$ cat src/rtl/sm83_pkg.sv
// Package for the SM83 ALU: operation codes, flag positions, stage structs.
// No dependencies.
`default_nettype none

package sm83_pkg;

    typedef enum logic [4:0] {
        CMD_ADD   = 5'd0,
        CMD_ADC   = 5'd1,
        CMD_SUB   = 5'd2,
        CMD_SBC   = 5'd3,
        CMD_AND   = 5'd4,
        CMD_XOR   = 5'd5,
        CMD_OR    = 5'd6,
        CMD_CP    = 5'd7,
        CMD_INC   = 5'd8,
        CMD_DEC   = 5'd9,
        CMD_RLC   = 5'd10,
        CMD_RRC   = 5'd11,
        CMD_RL    = 5'd12,
        CMD_RR    = 5'd13,
        CMD_SLA   = 5'd14,
        CMD_SRA   = 5'd15,
        CMD_SWAP  = 5'd16,
        CMD_SRL   = 5'd17,
        CMD_BIT   = 5'd18,
        CMD_RES   = 5'd19,
        CMD_SET   = 5'd20,
        CMD_RLCA  = 5'd21,
        CMD_RRCA  = 5'd22,
        CMD_RLA   = 5'd23,
        CMD_RRA   = 5'd24,
        CMD_DAA   = 5'd25,
        CMD_CPL   = 5'd26,
        CMD_CCF   = 5'd27,
        CMD_SCF   = 5'd28,
        CMD_ADD16 = 5'd29,
        CMD_ADDSP = 5'd30
    } cmd_t;

    localparam int FLAG_Z = 3;
    localparam int FLAG_N = 2;
    localparam int FLAG_H = 1;
    localparam int FLAG_C = 0;

    localparam logic [7:0] DAA_LO   = 8'h06;
    localparam logic [7:0] DAA_HI   = 8'h60;
    localparam logic [7:0] DAA_LIM  = 8'h99;
    localparam logic [3:0] DAA_NLIM = 4'h9;

    // Decode stage output: adder operands plus what later stages need.
    typedef struct packed {
        cmd_t        cmd;
        logic [15:0] x;
        logic [15:0] y;
        logic        cin;
        logic [7:0]  a;
        logic [2:0]  bidx;
        logic [3:0]  fl;
        logic        daa_c;
    } s1_t;

    // Execute stage output: raw sum with carries, logic/shift result.
    typedef struct packed {
        cmd_t        cmd;
        logic [16:0] sum;
        logic        c4;
        logic        c8;
        logic        c12;
        logic [7:0]  lres;
        logic        co;
        logic        bz;
        logic [3:0]  fl;
        logic        daa_c;
    } s2_t;

endpackage

`default_nettype wire

$ cat src/rtl/sm83_alu_with_flags_top.sv
// Top level of the SM83 ALU: three register stages, decode -> exec -> retire.
// Depends on sm83_pkg, sm83_decode, sm83_exec, sm83_retire.
//
//   channel | signals                                           | dir
//   --------+---------------------------------------------------+-----
//   in      | in_valid, in_ready, command, operand_a, operand_b, | in
//           | bit_index, flags_in                               |
//   out     | out_valid, out_ready, result, flags_out, write_back | out
//
// One item per cycle while out_ready holds; an accepted item passes the decode,
// exec and retire registers in turn, and out_valid rises once it is in retire.
// Stage one forms the adder operands, stage two runs the 17-bit adder and the
// logic/shift unit, stage three builds flags and holds the output register.
// Reset clears the stage valid bits only; the pipeline is empty afterward.
// A stalled output holds its item; each stage refills as soon as it empties.
`default_nettype none

module sm83_alu_with_flags_top
    import sm83_pkg::*;
(
    input  wire logic        clk,
    input  wire logic        rst_n,
    input  wire logic        in_valid,
    output      logic        in_ready,
    input  wire logic [4:0]  command,
    input  wire logic [15:0] operand_a,
    input  wire logic [15:0] operand_b,
    input  wire logic [2:0]  bit_index,
    input  wire logic [3:0]  flags_in,
    output      logic        out_valid,
    input  wire logic        out_ready,
    output      logic [15:0] result,
    output      logic [3:0]  flags_out,
    output      logic        write_back
);

    logic s1_valid;
    logic s1_ready;
    s1_t  s1_data;
    logic s2_valid;
    logic s2_ready;
    s2_t  s2_data;

    sm83_decode u_decode (
        .clk       (clk),
        .rst_n     (rst_n),
        .in_valid  (in_valid),
        .in_ready  (in_ready),
        .command   (command),
        .operand_a (operand_a),
        .operand_b (operand_b),
        .bit_index (bit_index),
        .flags_in  (flags_in),
        .out_valid (s1_valid),
        .out_ready (s1_ready),
        .out_data  (s1_data)
    );

    sm83_exec u_exec (
        .clk       (clk),
        .rst_n     (rst_n),
        .in_valid  (s1_valid),
        .in_ready  (s1_ready),
        .in_data   (s1_data),
        .out_valid (s2_valid),
        .out_ready (s2_ready),
        .out_data  (s2_data)
    );

    sm83_retire u_retire (
        .clk        (clk),
        .rst_n      (rst_n),
        .in_valid   (s2_valid),
        .in_ready   (s2_ready),
        .in_data    (s2_data),
        .out_valid  (out_valid),
        .out_ready  (out_ready),
        .result     (result),
        .flags_out  (flags_out),
        .write_back (write_back)
    );

endmodule

`default_nettype wire

$ cat src/rtl/sm83_decode.sv
// Stage 1 of the SM83 ALU: decode the operation and form adder operands.
// Depends on sm83_pkg.
`default_nettype none

module sm83_decode
    import sm83_pkg::*;
(
    input  wire logic        clk,
    input  wire logic        rst_n,
    input  wire logic        in_valid,
    output      logic        in_ready,
    input  wire logic [4:0]  command,
    input  wire logic [15:0] operand_a,
    input  wire logic [15:0] operand_b,
    input  wire logic [2:0]  bit_index,
    input  wire logic [3:0]  flags_in,
    output      logic        out_valid,
    input  wire logic        out_ready,
    output      s1_t         out_data
);

    logic       valid_reg;
    s1_t        data_reg;
    s1_t        data_next;
    cmd_t       cmd;
    logic [7:0] a;
    logic [7:0] b;
    logic       cin;
    logic       nin;
    logic       hin;
    logic       cor_lo;
    logic       cor_hi;
    logic [7:0] cor;

    assign cmd = cmd_t'(command);
    assign a   = operand_a[7:0];
    assign b   = operand_b[7:0];
    assign cin = flags_in[FLAG_C];
    assign nin = flags_in[FLAG_N];
    assign hin = flags_in[FLAG_H];

    // Decimal adjust correction, decided on the incoming accumulator.
    assign cor_lo = hin || (!nin && (a[3:0] > DAA_NLIM));
    assign cor_hi = cin || (!nin && (a > DAA_LIM));
    assign cor    = (cor_lo ? DAA_LO : 8'h00) | (cor_hi ? DAA_HI : 8'h00);

    always_comb
    begin
        data_next.cmd   = cmd;
        data_next.x     = {8'h00, a};
        data_next.y     = 16'h0000;
        data_next.cin   = 1'b0;
        data_next.a     = a;
        data_next.bidx  = bit_index;
        data_next.fl    = flags_in;
        data_next.daa_c = cor_hi;
        case (cmd)
            CMD_ADD, CMD_AND, CMD_XOR, CMD_OR:
            begin
                data_next.y = {8'h00, b};
            end
            CMD_ADC:
            begin
                data_next.y   = {8'h00, b};
                data_next.cin = cin;
            end
            // subtract as a + ~b + 1, borrow shows as a missing carry
            CMD_SUB, CMD_CP:
            begin
                data_next.y   = {8'h00, ~b};
                data_next.cin = 1'b1;
            end
            CMD_SBC:
            begin
                data_next.y   = {8'h00, ~b};
                data_next.cin = ~cin;
            end
            CMD_INC:
            begin
                data_next.cin = 1'b1;
            end
            CMD_DEC:
            begin
                data_next.y = 16'h00ff;
            end
            CMD_DAA:
            begin
                data_next.y   = {8'h00, (nin ? ~cor : cor)};
                data_next.cin = nin;
            end
            CMD_ADD16:
            begin
                data_next.x = operand_a;
                data_next.y = operand_b;
            end
            CMD_ADDSP:
            begin
                data_next.x = operand_a;
                data_next.y = {{8{b[7]}}, b};
            end
            default:
            begin
            end
        endcase
    end

    assign in_ready = !valid_reg || out_ready;

    always_ff @(posedge clk or negedge rst_n)
    begin
        if (!rst_n)
            valid_reg <= 1'b0;
        else if (in_ready)
            valid_reg <= in_valid;
    end

    always_ff @(posedge clk)
    begin
        if (in_valid && in_ready)
            data_reg <= data_next;
    end

    assign out_valid = valid_reg;
    assign out_data  = data_reg;

endmodule

`default_nettype wire

$ cat src/rtl/sm83_exec.sv
// Stage 2 of the SM83 ALU: 17-bit add with nibble carries, logic and shifts.
// Depends on sm83_pkg.
`default_nettype none

module sm83_exec
    import sm83_pkg::*;
(
    input  wire logic clk,
    input  wire logic rst_n,
    input  wire logic in_valid,
    output      logic in_ready,
    input  wire s1_t  in_data,
    output      logic out_valid,
    input  wire logic out_ready,
    output      s2_t  out_data
);

    logic       valid_reg;
    s2_t        data_reg;
    s2_t        data_next;
    logic [7:0] a;
    logic [7:0] b;
    logic [7:0] mask;
    logic       cin;

    assign a    = in_data.a;
    assign b    = in_data.y[7:0];
    assign cin  = in_data.fl[FLAG_C];
    assign mask = 8'h01 << in_data.bidx;

    always_comb
    begin
        data_next.cmd   = in_data.cmd;
        data_next.sum   = {1'b0, in_data.x} + {1'b0, in_data.y} + {16'h0000, in_data.cin};
        // carry into a bit position: sum bit xor both operand bits
        data_next.c4    = data_next.sum[4] ^ in_data.x[4] ^ in_data.y[4];
        data_next.c8    = data_next.sum[8] ^ in_data.x[8] ^ in_data.y[8];
        data_next.c12   = data_next.sum[12] ^ in_data.x[12] ^ in_data.y[12];
        data_next.bz    = !a[in_data.bidx];
        data_next.fl    = in_data.fl;
        data_next.daa_c = in_data.daa_c;
        data_next.lres  = 8'h00;
        data_next.co    = 1'b0;
        case (in_data.cmd)
            CMD_AND:  data_next.lres = a & b;
            CMD_XOR:  data_next.lres = a ^ b;
            CMD_OR:   data_next.lres = a | b;
            CMD_RLC, CMD_RLCA:
            begin
                data_next.lres = {a[6:0], a[7]};
                data_next.co   = a[7];
            end
            CMD_RRC, CMD_RRCA:
            begin
                data_next.lres = {a[0], a[7:1]};
                data_next.co   = a[0];
            end
            CMD_RL, CMD_RLA:
            begin
                data_next.lres = {a[6:0], cin};
                data_next.co   = a[7];
            end
            CMD_RR, CMD_RRA:
            begin
                data_next.lres = {cin, a[7:1]};
                data_next.co   = a[0];
            end
            CMD_SLA:
            begin
                data_next.lres = {a[6:0], 1'b0};
                data_next.co   = a[7];
            end
            CMD_SRA:
            begin
                data_next.lres = {a[7], a[7:1]};
                data_next.co   = a[0];
            end
            CMD_SWAP: data_next.lres = {a[3:0], a[7:4]};
            CMD_SRL:
            begin
                data_next.lres = {1'b0, a[7:1]};
                data_next.co   = a[0];
            end
            CMD_RES:  data_next.lres = a & ~mask;
            CMD_SET:  data_next.lres = a | mask;
            CMD_CPL:  data_next.lres = ~a;
            default:
            begin
            end
        endcase
    end

    assign in_ready = !valid_reg || out_ready;

    always_ff @(posedge clk or negedge rst_n)
    begin
        if (!rst_n)
            valid_reg <= 1'b0;
        else if (in_ready)
            valid_reg <= in_valid;
    end

    always_ff @(posedge clk)
    begin
        if (in_valid && in_ready)
            data_reg <= data_next;
    end

    assign out_valid = valid_reg;
    assign out_data  = data_reg;

endmodule

`default_nettype wire

$ cat src/rtl/sm83_retire.sv
// Stage 3 of the SM83 ALU: result select, flag build, output register.
// Depends on sm83_pkg.
`default_nettype none

module sm83_retire
    import sm83_pkg::*;
(
    input  wire logic        clk,
    input  wire logic        rst_n,
    input  wire logic        in_valid,
    output      logic        in_ready,
    input  wire s2_t         in_data,
    output      logic        out_valid,
    input  wire logic        out_ready,
    output      logic [15:0] result,
    output      logic [3:0]  flags_out,
    output      logic        write_back
);

    logic        valid_reg;
    logic [15:0] result_reg;
    logic [15:0] result_next;
    logic [3:0]  flags_reg;
    logic [3:0]  flags_next;
    logic        wb_reg;
    logic        wb_next;
    logic        zs;
    logic        zl;
    logic        zin;
    logic        nin;
    logic        cin;

    assign zs  = (in_data.sum[7:0] == 8'h00);
    assign zl  = (in_data.lres == 8'h00);
    assign zin = in_data.fl[FLAG_Z];
    assign nin = in_data.fl[FLAG_N];
    assign cin = in_data.fl[FLAG_C];

    // flags_next is built as {Z, N, H, C}
    always_comb
    begin
        result_next = 16'h0000;
        flags_next  = in_data.fl;
        wb_next     = 1'b1;
        case (in_data.cmd)
            CMD_ADD, CMD_ADC:
            begin
                result_next = {8'h00, in_data.sum[7:0]};
                flags_next  = {zs, 1'b0, in_data.c4, in_data.c8};
            end
            CMD_SUB, CMD_SBC:
            begin
                result_next = {8'h00, in_data.sum[7:0]};
                flags_next  = {zs, 1'b1, !in_data.c4, !in_data.c8};
            end
            CMD_CP:
            begin
                result_next = {8'h00, in_data.sum[7:0]};
                flags_next  = {zs, 1'b1, !in_data.c4, !in_data.c8};
                wb_next     = 1'b0;
            end
            CMD_AND:
            begin
                result_next = {8'h00, in_data.lres};
                flags_next  = {zl, 1'b0, 1'b1, 1'b0};
            end
            CMD_XOR, CMD_OR:
            begin
                result_next = {8'h00, in_data.lres};
                flags_next  = {zl, 1'b0, 1'b0, 1'b0};
            end
            CMD_INC:
            begin
                result_next = {8'h00, in_data.sum[7:0]};
                flags_next  = {zs, 1'b0, in_data.c4, cin};
            end
            CMD_DEC:
            begin
                result_next = {8'h00, in_data.sum[7:0]};
                flags_next  = {zs, 1'b1, !in_data.c4, cin};
            end
            CMD_RLC, CMD_RRC, CMD_RL, CMD_RR, CMD_SLA, CMD_SRA, CMD_SWAP, CMD_SRL:
            begin
                result_next = {8'h00, in_data.lres};
                flags_next  = {zl, 1'b0, 1'b0, in_data.co};
            end
            // accumulator rotates always clear Z
            CMD_RLCA, CMD_RRCA, CMD_RLA, CMD_RRA:
            begin
                result_next = {8'h00, in_data.lres};
                flags_next  = {1'b0, 1'b0, 1'b0, in_data.co};
            end
            CMD_BIT:
            begin
                flags_next = {in_data.bz, 1'b0, 1'b1, cin};
                wb_next    = 1'b0;
            end
            CMD_RES, CMD_SET:
            begin
                result_next = {8'h00, in_data.lres};
            end
            CMD_DAA:
            begin
                result_next = {8'h00, in_data.sum[7:0]};
                flags_next  = {zs, nin, 1'b0, in_data.daa_c};
            end
            CMD_CPL:
            begin
                result_next = {8'h00, in_data.lres};
                flags_next  = {zin, 1'b1, 1'b1, cin};
            end
            CMD_CCF:
            begin
                flags_next = {zin, 1'b0, 1'b0, !cin};
                wb_next    = 1'b0;
            end
            CMD_SCF:
            begin
                flags_next = {zin, 1'b0, 1'b0, 1'b1};
                wb_next    = 1'b0;
            end
            CMD_ADD16:
            begin
                result_next = in_data.sum[15:0];
                flags_next  = {zin, 1'b0, in_data.c12, in_data.sum[16]};
            end
            CMD_ADDSP:
            begin
                result_next = in_data.sum[15:0];
                flags_next  = {1'b0, 1'b0, in_data.c4, in_data.c8};
            end
            default:
            begin
                wb_next = 1'b0;
            end
        endcase
    end

    assign in_ready = !valid_reg || out_ready;

    always_ff @(posedge clk or negedge rst_n)
    begin
        if (!rst_n)
            valid_reg <= 1'b0;
        else if (in_ready)
            valid_reg <= in_valid;
    end

    always_ff @(posedge clk)
    begin
        if (in_valid && in_ready)
        begin
            result_reg <= result_next;
            flags_reg  <= flags_next;
            wb_reg     <= wb_next;
        end
    end

    assign out_valid  = valid_reg;
    assign result     = result_reg;
    assign flags_out  = flags_reg;
    assign write_back = wb_reg;

endmodule

`default_nettype wire

$ cat config.mk
export PLATFORM = sky130hd
export DESIGN_NAME = sm83_alu_with_flags_top
export DESIGN_NICKNAME = d
export VERILOG_FILES = /design/src/rtl/sm83_pkg.sv /design/src/rtl/sm83_alu_with_flags_top.sv /design/src/rtl/sm83_decode.sv /design/src/rtl/sm83_exec.sv /design/src/rtl/sm83_retire.sv
export SDC_FILE = /design/constraint.sdc
export NUM_CORES = 1
export LEC_CHECK = 0
export BUFFER_PORTS_ARGS = -buffer_cell sky130_fd_sc_hd__buf_4
export CORE_MARGIN = 2
export CORE_UTILIZATION = 45
export DETAILED_ROUTE_END_ITERATION = 12
export MAX_ROUTING_LAYER = met4
export PLACE_DENSITY_LB_ADDON = 0.05
export SYNTH_ARGS = -nofsm -noshare
export SYNTH_HDL_FRONTEND = slang
export SYNTH_SLANG_ARGS = --single-unit
$ cat constraint.sdc
create_clock -name clk -period 2.4 [get_ports clk]
set_input_delay 0.36 -clock clk [delete_from_list [all_inputs] [get_ports clk]]
set_output_delay 0.36 -clock clk [all_outputs]
set_load 0.02 [all_outputs]
### After elaboration in Yosys (flattened, before gate mapping)

Cells that the tools add are included.

* $add $sub $neg: 2
* magnitude comparators: 3
* eq/ne operators: 60
* shifts and indexed selects: 1
* multiplexer cells: 12
* bitwise gates (word level): 17
* reduce and logical (&&, ||, !) cells: 41

Operator list (number)
* 5-bit == test (second input constant): 27
* 8-bit case mux with 14 select lines: 1
* 16-bit case mux with 6 select lines: 1
* 5-bit by 4-bit == test with 1-bit output (second input constant): 16
* 4-bit case mux with 15 select lines: 1
* 5-bit by 3-bit == test with 1-bit output (second input constant): 11
* 16-bit case mux with 3 select lines: 1
* 8-bit NOT: 4
* 27-bit OR reduction: 1
* 8-bit OR: 3
* 5-bit by 2-bit == test with 1-bit output (second input constant): 4
* 18-bit OR reduction: 1
* 16-bit by 16-bit adder with 17-bit output: 1
* 17-bit by 1-bit adder with 17-bit output: 1
* 8-bit AND: 2
* 8-bit zero test: 2
* 2-bit OR reduction: 8
* 8-bit OR reduction: 2
* 5-bit by 1-bit == test with 1-bit output (second input constant): 2
* 5-bit zero test: 2
* 5-bit OR reduction: 2
* 3-bit OR reduction: 3
* 8-bit greater-than comparator (second input constant): 1
* 1-bit zero test: 8
* other kinds (17): 31

* register bits: 118
* output and inout port bits: 23
* word-level logic and storage cells: 161

### Logic depth before layout (Yosys ltp)

Gate-level depths: netlist of run 1.

* depth after elaboration: 8
* gate-level depth with buffers: 9
* depth with buffers taken out: 9

### By module

A second synthesis of run 1 with hierarchy kept.

* cell total of the unflattened synthesis: 577
* area, all modules: 6590.1 um2

By module, submodules not included
* sm83_exec: times used 1, cells each 301, area an instance 3101.7 um2, sequential area each 1226.2 um2
* sm83_decode: times used 1, cells each 136, area an instance 2005.7 um2, sequential area each 1406.3 um2
* sm83_retire: times used 1, cells each 140, area an instance 1482.7 um2, sequential area each 655.6 um2

### Worst setup path before layout of run 1

No wires, ideal clock.

* path type: register -> register
* start: register, netlist name u_decode.out_data[8]
* end: register u_exec.data_reg (netlist bit u_exec.out_data[15]) (data pin)
* setup time: 0.268 ns
* data arrival time: 2.332 ns
* slack: -0.200 ns
* stages on the path, launching flop included: 10
* path buffers: 0
* path through: edfxtp_1 inv_1 fa_1 inv_1 fa_1 a21o_1 a221oi_2 o21ba_2 o21ai_2 xnor3_1

RTL lines
* end signal: assignment: line sm83_exec.sv:106 `data_reg <= data_next;`
* end: declaration: line sm83_exec.sv:19 `s2_t data_reg;`

==> summary.md, run 1 <==
| Metric | Value |
|---|---|
| Setup Skew | 0.00897 ns |
| Antenna violations before repair | 0 |
| Die area | 15000 sq um |
| Hold path start | bit_index[0] |
| Measured slew at the worst slew-check pin | 0.996 ns |
| Fin crit period | 2.39 ns |
| Slew HR | 32.5% |
| HPWL Detailed | 12100 microns |
| Hold depth | 1 |
| Vias per std cell | 5.80 |
| TritonCTS buffer count | 9 |
| Core area | 13800 sq um |
| Mux cell area share after synthesis | 1.52% |
| Clock Sinks | 110 |
| EDFF count, synth | 107 |
| Syn nets | 642 |
| First-pass GRT wire length | 24900 microns |
| Power per standard cell area | 663 nW/um^2 |
| Syn avg cell area | 11.0 sq um |
| Largest net degree at the start of global routing | 47 |
| RSZ-0062 raised after global routing | yes |
| Clk slew on worst S/H paths | 0.08 ns |
| Synth area leader | edfxtp_1 |
| Leak pwr | 0.00301 uW |
| Clk buf depth | 2 |
| Layout cells sized above 1 | 22.7% |
| Placer Congestion | 0.966 |
| Ports | 71 |
| Synth cell types | 78 |
| Synth area leaders | edfxtp_1 (51%), ha_1 (3.2%), nand2_1 (2.7%), a21oi_1 (2.5%), nor2_1 (2.1%) |
| P&R area growth vs syn | 21.3% |
| VDD IR max | 0.285 mV |
| Initial cell density of the core | 45.8% |
| DR WL/cell | 18.5 microns |
| Row cnt | 43 |
| Synth Area in XOR/XNOR | 2.84% |
| Die width | 123 microns |
| CTS root buf | clkbuf_16 |
| CTS tree | yes |
| Final WS setup | 0.00996 ns |
| Total number of vias | 5002 |
| Post-synthesis compound-gate area fraction | 20.5% |
| Post-synth ARST share | 2.73% |
| CP startpoint kind | flip-flop |
| Most used DFF post-synth | edfxtp_1 |
| Hold Crit Endpoint | u_decode.out_data[5] |
| Status | finished, final reports clean |
| Pins Over Slew Limit | 0 |
| Vias in the first global route | 4645 |
| Max-cap viol count | 0 |
| Non-Filler Instances | 862 |
| FF+latch count, synth | 110 |
| Worst reg2reg startpoint | u_decode.out_data[8] |
| Setup violation total in the final timing report | 0 |
| Gr ovfl total | 0 |
| Top-area cell type share of the netlist area | 50.7% |
| Post-synthesis sequential area ratio | 51.9% |
| DP Worst Slack | -0.0822 ns |
| Max reg flops | 46 |
| Fin util | 55.6% |
| Fin. Hold Viols | 0 |
| Post-Syn Area | 6340 sq um |
| Number of fill cells | 1212 |
| Adder-cell share of the synthesized area | 3.79% |
| Post-Synthesis Cells | 576 |
| Final net count | 743 |
| H-tree Lvls | 3 |
| Clock latency at the later pin of the worst-skew pair | 0.36 ns |
| Hold Crit Class | input pin to flip-flop |
| Die Y | 123 microns |
| CP required | 2.50 ns |
| Synth warn | 0 |
| Largest family of logic cells by synthesized area | compound AO/OA/AOI/OAI gates |
| Worst reg-to-reg setup slack | 0.01 ns |
| Arrival @ worst endpoint | 2.49 ns |
| Fin crit share | 99.6% |
| Count leader, synth | edfxtp_1 |
| CP Class | flip-flop to flip-flop |
| Total GRT Usage | 22.6% |
| # port buffers | 70 |
| Cells after DPL | 843 |
| Post-DRT Antenna Nets | 0 |
| Post-synthesis simple-gate area fraction | 16.1% |
| Fmax | 418 MHz |
| Crit Path Max Fanout | 5 |
| RR Endpoint | u_exec.out_data[15] |
| Antenna cells | 0 |
| DRC viols | 0 |
| Crit end category | flip-flop |
| Final wirelength | 15900 microns |
| Number of detailed-route iterations in the first pass | 5 |
| Initial DRC Count | 605 |
| Commonest cells post-synth | edfxtp_1 (107), nand2_1 (45), nor2_1 (35) |
| Worst Reg-to-Reg Cells | 10 |
==> through the flow <==
| stage | total power [uW] | hold WS [ns] | setup TNS (ns) | cell area, sq um |
|---|---|---|---|---|
| after floorplan | 3240 | 0.0644 | -0.0102 | 6340 |
| after global placement | 3710 | 0.152 | -0.00844 | 7350 |
| after detailed placement | 3710 | 0.154 | -0.163 | 7350 |
| after CTS | 5130 | 0.163 | -0.00225 | 7670 |
| after global routing | 5340 | 0.162 | -0.327 | 7690 |
| final | 5090 | 0.172 | 0 | 7690 |
==> worst max-delay path by stage <==
stage,start,to,slack (ns),cells after the start
after floorplan,u_decode.out_data[8],u_exec.out_data[15],-0.01,9
after global placement,u_decode.out_data[17],u_exec.out_data[15],-0.008,10
after detailed placement,u_decode.out_data[17],u_exec.out_data[15],-0.08,10
after CTS,u_decode.out_data[8],u_exec.out_data[16],-0.002,10
after global routing,u_decode.out_data[8],u_exec.out_data[15],-0.12,10
final,u_decode.out_data[8],u_exec.out_data[15],0.01,10
==> layout make-up <==
type / count / area (sq um) / area share (%)
multi-input cells: 412 / 2870 / 37.4
clock inverters: 7 / 47.5 / 0.618
well taps: 180 / 225 / 2.93
inverters: 22 / 82.6 / 1.07
flip-flops and latches: 110 / 3290 / 42.8
repair buffers: 122 / 947 / 12.3
clock buffers: 9 / 225 / 2.93
==> placed cells by master, fill, tap and decap left out, drive strengths merged, types with 11 or more instances in the layout <==
| cell type | count |
|---|---|
| edfxtp | 107 |
| ha | 16 |
| a21oi | 32 |
| buf | 121 |
| nand2b | 11 |
| and2 | 21 |
| o21ai | 17 |
| a21o | 15 |
| nand3 | 17 |
| o211ai | 14 |
| inv | 23 |
| xnor2 | 13 |
| nand2 | 45 |
| nor2 | 36 |
==> power by group <==
group	internal [uW]	total [uW]	switching (uW)
logic	536	1170	629
clock network	707	1390	687
registers	2390	2540	143
==> critical path, stage by stage (launching register included) <==
cell and delay [ns]:
edfxtp_1 0.40, inv_2 0.09, fa_2 0.23, inv_2 0.04
fa_2 0.33, a21o_1 0.19, a221oi_2 0.23, buf_4 0.18
o21ba_4 0.16, o21ai_2 0.08, xnor3_1 0.20
==> what timing repair did <==
action | in CTS | in global routing
hold buffers | 1 | 0
pin swaps | 8 | 3
buffers inserted | 1 | 1
setup endpoints to repair | 4 | 10
resized for setup | 5 | 1
hold endpoints to repair | 3 | 0
==> metal layers <==
| metal | track usage, % | wire length [microns] | part of all wire (%) | up-vias |
|---|---|---|---|---|
| li1 | - | - | - | 2453 |
| met1 | 31.4 | 7440 | 47 | 2329 |
| met2 | 32.3 | 7080 | 45 | 186 |
| met3 | 4.41 | 929 | 5.8 | 34 |
| met4 | 9.12 | 463 | 2.9 | 0 |
| met5 | - | 0 | 0 | - |
==> kinds of logic (layout without fill, tap and decap cells) <==
| group | Yosys count | in the layout |
|---|---|---|
| AO/OA/AOI/OAI | 175 | 175 |
| XOR/XNOR | 19 | 19 |
| adder cells (fa/ha/maj) | 18 | 18 |
| buffers and inverters | 54 | 160 |
| flip-flops | 110 | 110 |
| multiplexers | 7 | 7 |
| AND/OR/NAND/NOR | 193 | 193 |
Power figures use the tool's default switching activity.
==> run 2, diff against run 1 <==
--- a/config.mk
+++ b/config.mk
@@ -9,6 +9,7 @@
 export CORE_MARGIN = 2
 export CORE_UTILIZATION = 45
 export DETAILED_ROUTE_END_ITERATION = 12
+export HOLD_SLACK_MARGIN = 0.12
 export MAX_ROUTING_LAYER = met4
 export PLACE_DENSITY_LB_ADDON = 0.05
 export SYNTH_ARGS = -nofsm -noshare
==> constraint.sdc (replaced) <==
create_clock -name clk -period 3 [get_ports clk]
set_input_delay 0.45 -clock clk [delete_from_list [all_inputs] [get_ports clk]]
set_output_delay 0.45 -clock clk [all_outputs]
set_load 0.02 [all_outputs]
==> summary.md, run 2 (synthesis results as in run 1) <==
| Metric | Value |
|---|---|
| Multi-input gate area | 2830 sq um (was 2870 sq um) |
| Die width | 123 microns (unchanged) |
| Int Power | 2850 uW (was 3640 uW) |
| Die area | 15000 sq um (unchanged) |
| Measured slew at the worst slew-check pin | 0.954 ns (was 0.996 ns) |
| Setup violation total in the final timing report | 0 (unchanged) |
| Status | finished, final reports clean (unchanged) |
| Max reg flops | 46 (unchanged) |
| Crit path cell chain | inv_1 > fa_1 > inv_1 > fa_1 > a21o_1 > a221oi_2 > o21ba_2 > o21ai_2 > xnor3_1 (was inv_2 > fa_2 > inv_2 > fa_2 > a21o_1 > a221oi_2 > buf_4 > o21ba_4 > o21ai_2 > xnor3_1) |
| CTS tree | yes (unchanged) |
| Row cnt | 43 (unchanged) |
| TritonCTS buffer count | 9 (unchanged) |
| Most common cell after layout, fill and taps aside | edfxtp_1 (was buf_4) |
| # port buffers | 70 (unchanged) |
| Number of detailed-route iterations in the first pass | 5 (unchanged) |
| Layout cells sized above 1 | 17.6% (was 22.7%) |
| Placer Congestion | 0.906 (was 0.966) |
| Fin. Hold Viols | 0 (unchanged) |
| Clock power frac | 28.1% (was 27.4%) |
| Vias per std cell | 6.06 (was 5.80) |
| Total number of vias | 5014 (was 5002) |
| Largest net degree at the start of global routing | 47 (unchanged) |
| H-tree Lvls | 3 (unchanged) |
| Most frequent cells in the layout | edfxtp_1 (107), buf_4 (86), nand2_1 (45) (was buf_4 (118), edfxtp_1 (107), nand2_1 (45)) |
| Post-DRT Antenna Nets | 0 (unchanged) |
| CP required | 3.10 ns (was 2.50 ns) |
| Crit end category | flip-flop (unchanged) |
| Sequential power share | 51.0% (was 49.8%) |
| Antenna violations before repair | 0 (unchanged) |
| Fin crit period | 2.68 ns (was 2.39 ns) |
| Fin crit share | 89.3% (was 99.6%) |
| Register area | 3290 sq um (unchanged) |
| Pins Over Slew Limit | 0 (unchanged) |
| Power per standard cell area | 544 nW/um^2 (was 663 nW/um^2) |
| # hold bufs at CTS | 1 (unchanged) |
| VDD IR max | 0.247 mV (was 0.285 mV) |
| HPWL Detailed | 11700 microns (was 12100 microns) |
| P&R area growth vs syn | 16.1% (was 21.3%) |
| CP Class | flip-flop to flip-flop (unchanged) |
| Die Y | 123 microns (unchanged) |
| Max stage delay cell, worst path | edfxtp_1 (unchanged) |
| Clock Sinks | 110 (unchanged) |
| Sum of negative setup slack | 0 ns (unchanged) |
| Final wirelength | 15600 microns (was 15900 microns) |
| RSZ-0062 raised after global routing | no (was yes) |
| Hold depth | 1 (unchanged) |
| Ports | 71 (unchanged) |
| Antenna cells | 0 (unchanged) |
| Core area | 13800 sq um (unchanged) |
| Sw Ratio | 28.8% (was 28.6%) |
| First-pass GRT wire length | 24600 microns (was 24900 microns) |
| Number of fill cells | 1237 (was 1212) |
| Clock latency at the later pin of the worst-skew pair | 0.35 ns (was 0.36 ns) |
| DRC viols | 0 (unchanged) |
| Slew HR | 36.4% (was 32.5%) |
| Initial cell density of the core | 45.8% (unchanged) |
| Fin util | 53.2% (was 55.6%) |
| CP startpoint kind | flip-flop (unchanged) |
| DR WL/cell | 18.8 microns (was 18.5 microns) |
| Fmax | 373 MHz (was 418 MHz) |
| Clk buf depth | 2 (unchanged) |
| Logic pwr share | 20.9% (was 22.9%) |
| Number of gates resized after CTS | 0 (was 5) |
| Max-cap viol count | 0 (unchanged) |
| CTS root buf | clkbuf_16 (unchanged) |
| Hold Crit Class | input pin to flip-flop (unchanged) |
| # Post-CTS Setup Buffers | 0 (was 1) |
| Total GRT Usage | 22.0% (was 22.6%) |
| Crit-path max cell delay | 0.45 ns (was 0.40 ns) |
| Final net count | 708 (was 743) |
| Initial DRC Count | 758 (was 605) |
| Crit Path Max Fanout | 5 (unchanged) |
| Clk slew on worst S/H paths | 0.08 ns (about the same) |
| Leak pwr | 0.00282 uW (was 0.00301 uW) |
| Gr ovfl total | 0 (unchanged) |
| Worst Reg-to-Reg Cells | 9 (was 10) |
| Arrival @ worst endpoint | 2.78 ns (was 2.49 ns) |
| Setup Skew | 0.0123 ns (was 0.00897 ns) |
| Net Sw Power | 1160 uW (was 1460 uW) |
| Vias in the first global route | 4571 (was 4645) |
-- run 2: worst paths after layout --
check / startpoint / endpoint / slack, ns
setup reg to reg: u_decode.out_data[17] / u_exec.out_data[15] / 0.32
hold reg to reg: u_decode.out_data[4] / u_exec.out_data[4] / 0.42
hold / removal: bit_index[2] / u_decode.out_data[7] / 0.27
min in group asynchronous: rst_n / u_decode.out_valid / 0.42
max in group asynchronous: rst_n / u_exec.out_valid / 2.48
setup / recovery: u_decode.out_data[17] / u_exec.out_data[15] / 0.32
-- run 2: power by group through the flow --
stage          clock, uW  sequential [uW]  combinational [uW]
2_1_floorplan          0             2060                 532
3_3_place_gp           0             2080                 829
3_5_place_dp           0             2080                 832
4_1_cts             1150             2040                 836
5_1_grt             1200             2060                 922
6_report            1120             2040                 838
-- run 2: layer usage --
metal | GRT usage (%) | routed length (microns) | up-vias
met5 | - | 0 | -
li1 | - | - | 2369
met4 | 7.11 | 320 | 0
met3 | 2.88 | 791 | 32
met1 | 30.9 | 7210 | 2425
met2 | 33.1 | 7270 | 188
-- run 2: layout make-up --
type                    count  area share (%)
flip-flops and latches    110            44.7
multi-input cells         412            38.5
repair buffers             87            8.91
inverters                  22            1.12
clock buffers              10            3.11
well taps                 180            3.06
clock inverters             6           0.629
-- run 2: stage by stage --
| stage | cells | setup WS, ns | hold WS, ns | total power (uW) | instance area [sq um] |
|---|---|---|---|---|---|
| detailed placement | 810 | 0.353 | 0.244 | 2910 | 7070 |
| global route | 827 | 0.230 | 0.255 | 4190 | 7360 |
| global placement | 810 | 0.412 | 0.244 | 2910 | 7070 |
| floorplan | 576 | 0.400 | 0.154 | 2590 | 6340 |
| CTS | 827 | 0.349 | 0.255 | 4030 | 7360 |
| finish | 827 | 0.322 | 0.268 | 4010 | 7360 |
-- run 2: critical path: cells and delay by family (launching register included) --
kind | cells | cell delay, ns
xor gates and xnor gates | 1 | 0.34
AOI/OAI and AO/OA | 4 | 0.88
DFF | 1 | 0.45
adders and majority gates | 2 | 0.59
buffers and inverters | 2 | 0.17
==> run 3, diff against run 2 <==
--- a/config.mk
+++ b/config.mk
@@ -6,6 +6,9 @@
 export NUM_CORES = 1
 export LEC_CHECK = 0
 export BUFFER_PORTS_ARGS = -buffer_cell sky130_fd_sc_hd__buf_4
+export CELL_PAD_IN_SITES_DETAIL_PLACEMENT = 0
+export CELL_PAD_IN_SITES_GLOBAL_PLACEMENT = 1
+export CORE_ASPECT_RATIO = 1.25
 export CORE_MARGIN = 2
 export CORE_UTILIZATION = 45
 export DETAILED_ROUTE_END_ITERATION = 12
==> summary.md, run 3 (synthesis results as in run 1) <==
| Metric | Value |
|---|---|
| Clock Sinks | 110 (unchanged) |
| Fin util | 53.5% (was 53.2%) |
| Sum of negative setup slack | 0 ns (unchanged) |
| CTS tree | yes (unchanged) |
| Arrival @ worst endpoint | 2.79 ns (was 2.78 ns) |
| Total number of vias | 4875 (was 5014) |
| WL met2 | 7530 microns (was 7270 microns) |
| Setup Skew | 0.00985 ns (was 0.0123 ns) |
| Number of detailed-route iterations in the first pass | 5 (unchanged) |
| Pins Over Slew Limit | 0 (unchanged) |
| HPWL Detailed | 12000 microns (was 11700 microns) |
| Max-cap viol count | 0 (unchanged) |
| DR WL/cell | 18.7 microns (was 18.8 microns) |
| Antenna violations before repair | 0 (unchanged) |
| Leak pwr | 0.00284 uW (was 0.00282 uW) |
| Fin crit share | 90.1% (was 89.3%) |
| DP Worst Slack | 0.312 ns (was 0.353 ns) |
| Post-DRT Antenna Nets | 0 (unchanged) |
| Pwr Total | 4040 uW (was 4010 uW) |
| TritonCTS buffer count | 9 (unchanged) |
| Fmax | 370 MHz (was 373 MHz) |
| Clk slew on worst S/H paths | 0.08 ns (about the same) |
| Uppermost routed layer | met4 (unchanged) |
| Final wirelength | 15400 microns (was 15600 microns) |
| Die area | 15100 sq um (was 15000 sq um) |
| Vias in the first global route | 4584 (was 4571) |
| Fin. Hold Viols | 0 (unchanged) |
| Crit-path max cell delay | 0.43 ns (was 0.45 ns) |
| Initial DRC Count | 517 (was 758) |
| Number of gates resized after CTS | 0 (unchanged) |
| Final net count | 709 (was 708) |
| Hold Crit Class | input pin to flip-flop (unchanged) |
| CTS root buf | clkbuf_16 (unchanged) |
| First-pass GRT wire length | 24200 microns (was 24600 microns) |
| Max stage delay cell, worst path | edfxtp_1 (unchanged) |
| Die width | 110 microns (was 123 microns) |
| Slew HR | 32.0% (was 36.4%) |
| Power per standard cell area | 547 nW/um^2 (was 544 nW/um^2) |
| Die Y | 137 microns (was 123 microns) |
| Row cnt | 48 (was 43) |
| Crit end category | flip-flop (unchanged) |
| Worst Hold Margin | 0.278 ns (was 0.268 ns) |
| # port buffers | 70 (unchanged) |
| Most frequent cells in the layout | edfxtp_1 (107), buf_4 (87), nand2_1 (45) (was edfxtp_1 (107), buf_4 (86), nand2_1 (45)) |
| Antenna cells | 0 (unchanged) |
| Fin crit period | 2.70 ns (was 2.68 ns) |
| Total GRT Usage | 21.9% (was 22.0%) |
| Gr ovfl total | 0 (unchanged) |
| Final WS setup | 0.298 ns (was 0.322 ns) |
| H-tree Lvls | 3 (unchanged) |
| Met3 WL | 735 microns (was 791 microns) |
| Met1 WL | 6710 microns (was 7210 microns) |
| Layout cells sized above 1 | 18.1% (was 17.6%) |
| Max reg flops | 46 (unchanged) |
| Crit Path Max Fanout | 5 (unchanged) |
| CP Class | flip-flop to flip-flop (unchanged) |
| Crit path cell chain | inv_1 > fa_1 > inv_1 > fa_1 > a21o_1 > a221oi_2 > o21ba_2 > o21ai_2 > xnor3_1 (unchanged) |
| VDD IR max | 0.261 mV (was 0.247 mV) |
| Core area | 13800 sq um (about the same) |
| Clock latency at the later pin of the worst-skew pair | 0.34 ns (was 0.35 ns) |
| DRC viols | 0 (unchanged) |
| RSZ-0062 raised after global routing | no (unchanged) |
| Initial cell density of the core | 45.9% (was 45.8%) |
| CP startpoint kind | flip-flop (unchanged) |
| Most common cell after layout, fill and taps aside | edfxtp_1 (unchanged) |
| Measured slew at the worst slew-check pin | 1.02 ns (was 0.954 ns) |
| Status | finished, final reports clean (unchanged) |
| P&R area growth vs syn | 16.5% (was 16.1%) |
| CP required | 3.09 ns (was 3.10 ns) |
| Clk buf depth | 2 (unchanged) |
| Placer Congestion | 0.962 (was 0.906) |
| Vias per std cell | 5.92 (was 6.06) |
| Largest net degree at the start of global routing | 41 (was 47) |
| Setup violation total in the final timing report | 0 (unchanged) |
| Ports | 71 (unchanged) |
## run 3: cell count changes in the layout (fill, tap and decap cells not counted), sizes merged
cell      before  now
inv           23   27
clkinv         4    1
buf           86   87
clkinvlp       1    0
## run 3: critical path, delay by kind of cell, from the launching register on
kind	cells	cell delay (ns)
AO/OA/AOI/OAI	4	0.86
adder cells (fa/ha/maj)	2	0.61
flip-flops	1	0.43
XOR/XNOR	1	0.37
buffers and inverters	2	0.17
## run 3: final cells by class
| class | count | area [sq um] |
|---|---|---|
| Clock buffer | 10 | 239 |
| Clock inverter | 6 | 57.6 |
| Fill cell | 1252 | 6430 |
| Inverter | 22 | 82.6 |
| Multi-Input combinational cell | 412 | 2830 |
| Sequential cell | 110 | 3290 |
| Tap cell | 175 | 219 |
| Timing Repair Buffer | 88 | 663 |
## run 3: final timing paths
check	to	start	cells past startpoint	slack [ns]
min in group asynchronous	u_exec.out_valid	rst_n	2	0.42
worst max register to register	u_exec.out_data[15]	u_decode.out_data[17]	9	0.30
worst min-delay path	u_decode.out_data[7]	bit_index[2]	1	0.28
worst min register to register	u_exec.out_data[4]	u_decode.out_data[4]	0	0.42
worst max-delay path	u_exec.out_data[15]	u_decode.out_data[17]	9	0.30
max in group asynchronous	u_decode.out_valid	rst_n	2	2.49
## run 3: timing repair
action                    4_1_cts  5_1_grt
hold endpoints to repair        3        0
hold buffers                    1        0
setup buffers                   0        0
## run 3: through the flow
step | cell area, sq um | cells
after detailed placement | 7080 | 806
final | 7380 | 823
after CTS | 7380 | 823
after global placement | 7080 | 806
after floorplan | 6340 | 576
after global routing | 7380 | 823
## run 3: routing by layer
metal | vias to the layer above | track usage (%)
li1 | 2367 | -
met1 | 2271 | 28.4
met2 | 198 | 35.0
met3 | 39 | 2.81
met4 | 0 | 8.33
met5 | - | -
## run 3: power by group
group,total (uW),internal (uW),leakage (uW),switching (uW)
sequential,2040,1920,0.00108,120
clock,1170,610,0.000148,556
combinational,840,364,0.00161,476
total,4040,2890,0.00284,1150
